==> config.mk <==
export PLATFORM = sky130hd
export DESIGN_NAME = mep_shade
export DESIGN_NICKNAME = d
export VERILOG_FILES = /design/src/hdl/mep_pkg.sv /design/src/hdl/mep_div_cell.sv /design/src/hdl/mep_shade.sv
export VERILOG_INCLUDE_DIRS = /design/src /design/src/hdl
export SDC_FILE = /design/constraint.sdc
export NUM_CORES = 2
export LEC_CHECK = 0
export ABC_CLOCK_PERIOD_IN_PS = 14600
export BUFFER_PORTS_ARGS = -buffer_cell sky130_fd_sc_hd__clkbuf_2
export CAP_MARGIN = 20
export CORE_MARGIN = 3
export CORE_UTILIZATION = 25
export CTS_BUF_LIST = sky130_fd_sc_hd__clkbuf_4 sky130_fd_sc_hd__clkbuf_8
export DETAILED_ROUTE_END_ITERATION = 6
export GPL_ROUTABILITY_DRIVEN = 0
export SYNTH_ARGS = -nofsm -noshare
export SYNTH_HDL_FRONTEND = slang
export SYNTH_HIERARCHICAL = 1
export SYNTH_SLANG_ARGS = --single-unit
==> constraint.sdc <==
create_clock -name clk -period 14.6 [get_ports clk]
set_input_delay 0.73 -clock clk [delete_from_list [all_inputs] [get_ports clk]]
set_output_delay 0.73 -clock clk [all_outputs]
set_load 0.005 [all_outputs]
==> src/hdl/assert_macros.svh <==
// Assertion macros shared by the RTL; clk and rst must be in scope at the point of use.
`ifndef ASSERT_MACROS_SVH
`define ASSERT_MACROS_SVH

// Antecedent holds -> consequent holds in the same cycle.
`define MEP_ASSERT_IMP(lbl, ante, cons) \
  lbl: assert property (@(posedge clk) disable iff (rst) (ante) |-> (cons)) \
    else $error("implication check failed");

// Expression holds at every edge out of reset.
`define MEP_ASSERT_ALWAYS(lbl, expr) \
  lbl: assert property (@(posedge clk) disable iff (rst) (expr)) \
    else $error("invariant check failed");

`endif

==> src/hdl/mep_pkg.sv <==
// Shared types and constants of the escape-time pixel block.
`default_nettype none
package mep_pkg;

  localparam int REG_W     = 32;
  localparam int STEP_W    = 31;
  localparam int LIMIT_W   = 16;
  localparam int GRAY_W    = 8;
  localparam int CFG_IDX_W = 2;
  localparam int QUO_W     = 9;   // quotient bits resolved by the divide chain
  localparam int DEN_W     = 33;  // 2*d*d
  localparam int NUM_W     = 43;  // 510*n*n + d*d

  localparam logic [LIMIT_W-1:0] LIMIT_FLOOR = 16'd2;
  localparam logic [GRAY_W-1:0]  GRAY_MAX    = 8'd255;

  typedef enum logic [CFG_IDX_W-1:0] {
    REG_ORIGIN_X,
    REG_ORIGIN_Y,
    REG_PIXEL_STEP,
    REG_ITER_LIMIT
  } cfg_reg_t;

  typedef enum logic [1:0] {
    TOP_IDLE,
    TOP_BUSY,
    TOP_HOLD
  } top_state_t;

  typedef enum logic [1:0] {
    OP_IDLE,
    OP_COORD,
    OP_MUL,
    OP_STEP
  } orbit_state_t;

  typedef struct packed {
    logic               valid;
    logic [LIMIT_W-1:0] count;
  } orbit_result_t;

  typedef struct packed {
    logic               valid;
    logic [NUM_W-1:0]   rem;
    logic [DEN_W-1:0]   den;
    logic [QUO_W-1:0]   quo;
    logic [LIMIT_W-1:0] count;
  } div_stage_t;

endpackage
`default_nettype wire

==> src/hdl/mep_div_cell.sv <==
// One restoring-division cell: trial subtract of the shifted divisor.
`default_nettype none
module mep_div_cell #(
  parameter int SHIFT = 0
) (
  input  logic                clk,
  input  logic                rst,
  input  mep_pkg::div_stage_t din,
  output mep_pkg::div_stage_t dout
);

  logic [mep_pkg::NUM_W-1:0] dsh;
  logic [mep_pkg::NUM_W:0]   trial;

  assign dsh   = mep_pkg::NUM_W'(din.den) << SHIFT;
  assign trial = {1'b0, din.rem} - {1'b0, dsh};

  always_ff @(posedge clk) begin
    if (rst) begin
      dout.valid <= 1'b0;
    end else begin
      dout.valid <= din.valid;
    end
  end

  always_ff @(posedge clk) begin
    dout.den   <= din.den;
    dout.count <= din.count;
    if (!trial[mep_pkg::NUM_W]) begin
      dout.rem <= trial[mep_pkg::NUM_W-1:0];
      dout.quo <= din.quo | (mep_pkg::QUO_W'(1) << SHIFT);
    end else begin
      dout.rem <= din.rem;
      dout.quo <= din.quo;
    end
  end

endmodule
`default_nettype wire

==> src/hdl/mep_shade.sv <==
// Gray-level shading: squares, then a chain of division cells.
`default_nettype none
`include "assert_macros.svh"
module mep_shade (
  input  logic                         clk,
  input  logic                         rst,
  input  mep_pkg::orbit_result_t       start,
  input  logic [mep_pkg::LIMIT_W-1:0]  limit,
  output mep_pkg::div_stage_t          result
);

  localparam int CELLS = mep_pkg::QUO_W;

  logic [mep_pkg::LIMIT_W-1:0]   n, d;
  logic                          sq_valid;
  logic [2*mep_pkg::LIMIT_W-1:0] nn, dd;
  logic [mep_pkg::LIMIT_W-1:0]   sq_count;

  assign n = limit - start.count;
  assign d = limit - 1'b1;

  mep_pkg::div_stage_t chain [CELLS+1];

  always_ff @(posedge clk) begin
    if (rst) begin
      sq_valid       <= 1'b0;
      chain[0].valid <= 1'b0;
    end else begin
      sq_valid       <= start.valid;
      chain[0].valid <= sq_valid;
    end
  end

  always_ff @(posedge clk) begin
    nn       <= n * n;
    dd       <= d * d;
    sq_count <= start.count;
    // 510*n*n + d*d over 2*d*d
    chain[0].rem   <= (mep_pkg::NUM_W'(nn) << 9) - (mep_pkg::NUM_W'(nn) << 1)
                      + mep_pkg::NUM_W'(dd);
    chain[0].den   <= {dd, 1'b0};
    chain[0].quo   <= '0;
    chain[0].count <= sq_count;
  end

  genvar k;
  generate
    for (k = 0; k < CELLS; k++) begin : g_cell
      mep_div_cell #(.SHIFT(CELLS - 1 - k)) u_cell (
        .clk  (clk),
        .rst  (rst),
        .din  (chain[k]),
        .dout (chain[k+1])
      );
    end
  endgenerate

  assign result = chain[CELLS];

  logic [CELLS+1:0] busy_vec;
  always_comb begin
    busy_vec[0] = sq_valid;
    for (int i = 0; i <= CELLS; i++) busy_vec[i+1] = chain[i].valid;
  end

  // one pixel in flight at a time
  `MEP_ASSERT_ALWAYS(a_single_item, $onehot0(busy_vec))

endmodule
`default_nettype wire

-- Word level (Yosys, flattened, before mapping)
Cells that the tools add are included.
- bits in registers: 1082
- input port bits: 35
- output and inout bits: 102
- word-level logic and storage cells: 86
- add/sub/neg operators: 13
- $mul: 2
- muxes and demuxes: 10
- operators with widths (operator ; count):
    $mux 43 ; 9
    $mul 16x16->32 ; 2
    $sub 43x33->44 ; 1
    $sub 43x34->44 ; 1
    $sub 43x35->44 ; 1
    $sub 43x36->44 ; 1
    $sub 43x37->44 ; 1
    $sub 43x38->44 ; 1
    $sub 43x39->44 ; 1
    $sub 43x40->44 ; 1
    $sub 43x41->44 ; 1
    $add 42x33->43 ; 1
    $sub 41x33->42 ; 1
    $sub 16x1->16 const B ; 1
    $sub 16x16->16 ; 1
    $mux 9 ; 1

-- Longest topological paths before layout
- depth after elaboration: 2
- mapped depth: 37
- mapped depth without buffers: 37

-- By module
The synthesis kept the hierarchy.
- modules (own cells, without submodules) (module ; times used ; cells an instance ; area each (um^2) ; seq. area each (um^2)):
    mep_shade ; 1 ; 2349 ; 21413.0 ; 3383.2
    mep_div_cell (g_cell[8].u_cell) ; 1 ; 510 ; 4659.5 ; 2042.0
    mep_div_cell (g_cell[2].u_cell) ; 1 ; 495 ; 4626.9 ; 2042.0
    mep_div_cell (g_cell[7].u_cell) ; 1 ; 521 ; 4614.4 ; 2042.0
    mep_div_cell (g_cell[6].u_cell) ; 1 ; 506 ; 4591.9 ; 2042.0
    mep_div_cell (g_cell[5].u_cell) ; 1 ; 498 ; 4568.1 ; 2042.0
    mep_div_cell (g_cell[4].u_cell) ; 1 ; 465 ; 4420.5 ; 2042.0
    mep_div_cell (g_cell[3].u_cell) ; 1 ; 469 ; 4416.7 ; 2042.0
    mep_div_cell (g_cell[0].u_cell) ; 1 ; 473 ; 4399.2 ; 2042.0
    mep_div_cell (g_cell[1].u_cell) ; 1 ; 456 ; 4390.5 ; 2042.0

-- Worst setup path after synthesis
Ideal clock, no wire load.
- path type: input port to flip-flop
- start point: input limit[0] in the netlist's numbering
- end point: register nn[31] in the netlist's numbering
- setup time: 120 ps
- arrival: 8815 ps
- data required time: 14480 ps
- path slack: 5664 ps
- stages: 37
- buffers on the path: 0
- cell sequence: inv_1 -> ha_1 -> inv_1 -> fa_1 -> a21o_1 -> a21oi_1 -> o21bai_1 -> a21oi_1 -> o21bai_1 -> a21oi_1 -> xor2_1 -> clkinv_1 -> nand2_1 -> inv_1 -> fa_1 -> inv_1 -> fa_1 -> inv_1 -> fa_1 -> inv_1 -> fa_1 -> inv_1 -> fa_1 -> inv_1 -> fa_1 -> inv_1 -> ha_1 -> and3_1 -> a221o_1 -> a31o_1 -> a21o_1 -> a21boi_1 -> nor3_1 -> a2111oi_2 -> a21oi_1 -> xnor2_1 -> xnor2_1
- cells in the longest elaborated chain, start to end: 2
- RTL lines (element ; line ; text):
    start, declared ; mep_shade.sv:8 ; input logic [mep_pkg::LIMIT_W-1:0] limit,
    $sub 16x16->16 ; mep_shade.sv:19 ; assign n = limit - start.count;
    $mul 16x16->32 ; mep_shade.sv:35 ; nn <= n * n;
    end signal, assigned ; mep_shade.sv:35 ;
    end, declared ; mep_shade.sv:16 ; logic [2*mep_pkg::LIMIT_W-1:0] nn, dd;
Every way passes these cells.
A chain may end at the register's enable or synchronous reset.

-- Final worst setup path
- start point: input start[0] in the netlist's numbering
- end point: register nn[31] in the netlist's numbering
- cells in the longest elaborated chain, start to end: 2
- RTL lines (element ; line ; text):
    start, declared ; mep_shade.sv:7 ; input mep_pkg::orbit_result_t start,
    $sub 16x16->16 ; mep_shade.sv:19 ;
    $mul 16x16->32 ; mep_shade.sv:35 ;
Every way passes these cells.

==> metrics <==
Post-synth EDFFs=0; # resized after CTS=0; global-route wire length before repair=238,000 um; Die Width=504 um; DR iter-0 viols=3,422; Num CTS Buffers=174; initial antenna violation count=6; row cnt=182; Critical Path Sink Type=flop; GRT Total Usage=0.111; Area Growth Syn to Fin=13.7%; worst setup path startpoint=start[0]; critical path arrival=10,470 ps; RSZ-0062 raised after global routing=no; hold slack=around 140 ps; Cells after Synth=6,742; hold depth=2; reg2reg start=nn[0]$_DFF_P_; endpoints failing setup=0; Synth Area in Adders=0.223; Worst Path Max Fanout=9; DIE AREA=254,000 sq um; pre-CTS setup slack=4140 ps; Worst-Margin Slew=approximately 1200 ps; number of unique standard cell types used by synthesis=128; endpoints failing hold=0; H-tree levels=4; most frequently used flop master after synthesis=dfxtp_1; # nets final=7,874; post-DP HPWL=114,000 um; share of cells above drive strength 1=0.0934; remaining antenna violation count after routing=0; maxcap violations=0; Synth Register Bits=around 1,100; CTS sink count=1,087; Seq/Total Area, Yosys=0.350; finished layout cell area=70,600 sq um; worst endpoint required time=15,360 ps; total vias in the final route=46,900; CTS tree=done; min-delay src=rst; area of the multi-input gates=between 30,000 and 40,000 sq um; Bufs on Longest Clock Path=3; Post-Route WL=between 100,000 and 150,000 um; Slowest-stage cell, CP=xor2_1; TritonRoute pass-1 iters=7; vias in the first global route=47,300; Mapped Avg Cell Area=9.21 sq um; largest net degree at the start of global routing=74; post-CTS setup buffer count=0; relative slew slack=0.204; PortBufs=136; xor/xnor share of the synthesized area=0.0654; CP most frequent cell=inv_1; DIE HEIGHT=roughly 500 um; Post-Synthesis Cell Area=62,100 sq um; GR Overflow Total=0; Via density=~4.5; largest family of logic cells by synthesized area=adder cells; final worst setup slack=between 4000 and 5000 ps; outcome=finished, final reports clean; Max Fclk=between 0.1 and 0.15 GHz; Tmin final=9710 ps; Simple-Gate Fraction of Synth Area=0.121; Compound-Gate Fraction of Synth Area=0.161; clk_skew=around 85 ps; I/O Pins=roughly 140; HP Class=input port to flop; CTS clock-pin slew for the worst setup and hold paths=60 ps; Initial Utilization=0.252; fraction of synthesized area in multiplexers=0.00947; placed cell area=approximately 66,000 sq um; Clock Root Buffer=clkbuf_8; Final Max Slew Viols=0; r2r worst-path depth=21; routed len/inst=13.9 um; CP peak stage delay=640 ps; WS Path Type=input port to flop; fin crit share=0.665; register area=21,800 sq um; Worst setup SP type=input port; YS warnings=6; fill cell count=25,700; worst skew pair latency=900 ps; Core Area=247,000 sq um; drt drc=0; asr flop ratio synth=0; Sum Neg Setup Slack=0 ps
==> cell usage after synthesis (all sizes together) (72+ instances only) <==
cell type,instances,area share
dfxtp,1087,0.35
inv,915,0.055
nand2,594,0.036
ha,563,0.11
a21oi,484,0.041
nor2,452,0.027
o21ai,396,0.032
fa,339,0.11
xnor2,270,0.038
xor2,193,0.027
a21o,188,0.023
clkbuf,102,0.0063
nor3,93,0.0078
nand3,77,0.0062
buf,72,0.0076
==> stage by stage <==
stage	instances	utilization
final	10400	0.286
after global routing	10400	0.286
after CTS	10400	0.286
after detailed placement	10100	0.269
after global placement	10100	0.269
after floorplan	6754	-
==> kinds of logic after synthesis <==
| group | Yosys count |
|---|---|
| AOI/OAI and AO/OA | 1525 |
| xor gates and xnor gates | 463 |
| adders and majority gates | 902 |
| buffers and inverters | 1101 |
| DFF | 1087 |
| muxes | 49 |
| other | 1 |
| and+or+nand+nor | 1614 |
==> critical path: cells and delay by family <==
family / cells / cell delay, ps
adders and majority gates: 9 / 3900
AOI/OAI and AO/OA: 12 / 2620
buffers and inverters: 11 / 1680
xor gates and xnor gates: 3 / 920
and+or+nand+nor: 3 / 580
==> per-layer routing <==
layer	wire length [um]	vias to the layer above	track usage
li1	-	23000	-
met1	66700	21900	0.146
met2	64100	1624	0.180
met3	8490	352	0.0197
met4	4770	0	0.0428
met5	0	-	0
==> registers in the layout (all words and copies together), names as in the netlist <==
signal,cells
dd,31
busy_vec,1
chain,89
sq_count,16
sq_valid,1
nn,31
g_cell.u_cell/dout,918
==> worst paths after layout <==
kind	endpoint	slack, ps
hold reg to reg	g_cell[4].u_cell/dout[23]$_DFF_P_	280
setup / recovery	nn[31]$_DFF_P_	4890
hold / removal	g_cell[5].u_cell/dout[101]$_SDFF_PP0_	140
setup reg to reg	chain[1011]$_DFF_P_	9150
==> what timing repair did <==
item | 4_1_cts | 5_1_grt
setup endpoints to repair | 0 | 0
hold endpoints to repair | 17 | 0
hold buffers | 17 | 0
==> layout make-up <==
| cell class | instances | area share |
|---|---|---|
| timing repair buffer | 181 | 0.0150 |
| clock buffer | 261 | 0.0466 |
| tap | 3312 | 0.0587 |
| multi-input combinational | 4566 | 0.511 |
| clock inverter | 53 | 0.0115 |
| sequential | 1087 | 0.308 |
| antenna | 4 | 0.000142 |
| inverter | 927 | 0.0493 |
==> cell usage in the layout (no fill, tap or decap), types with 17 or more instances in the layout <==
| cell type | instances |
|---|---|
| o21ai_0 | 349 |
| a21oi_2 | 20 |
| a21o_1 | 187 |
| nand4_1 | 65 |
| nor3_1 | 90 |
| o21ai_1 | 43 |
| clkbuf_8 | 213 |
| or3_1 | 25 |
| nor2b_1 | 56 |
| nor4_1 | 34 |
| nand3_1 | 77 |
| nand2b_1 | 70 |
| dlygate4sd3_1 | 17 |
| clkbuf_4 | 48 |
| a211oi_1 | 51 |
| a31oi_1 | 40 |
| xnor2_1 | 269 |
| nor2_1 | 450 |
| xor2_1 | 193 |
| dfxtp_1 | 1087 |
| or2_2 | 18 |
| fa_1 | 339 |
| o31ai_1 | 22 |
| clkinv_2 | 18 |
| o211ai_1 | 20 |
| and3_1 | 35 |
| buf_4 | 28 |
| o21bai_1 | 53 |
| inv_1 | 914 |
| nand2_1 | 592 |
| o21a_1 | 39 |
| mux2_2 | 29 |
| a21oi_1 | 461 |
| and2_1 | 29 |
| ha_1 | 563 |
| clkbuf_2 | 136 |
Power is left out: the tool's default activity adds up to more than one toggle a clock period on the data nets, which glitch-free logic cannot reach.
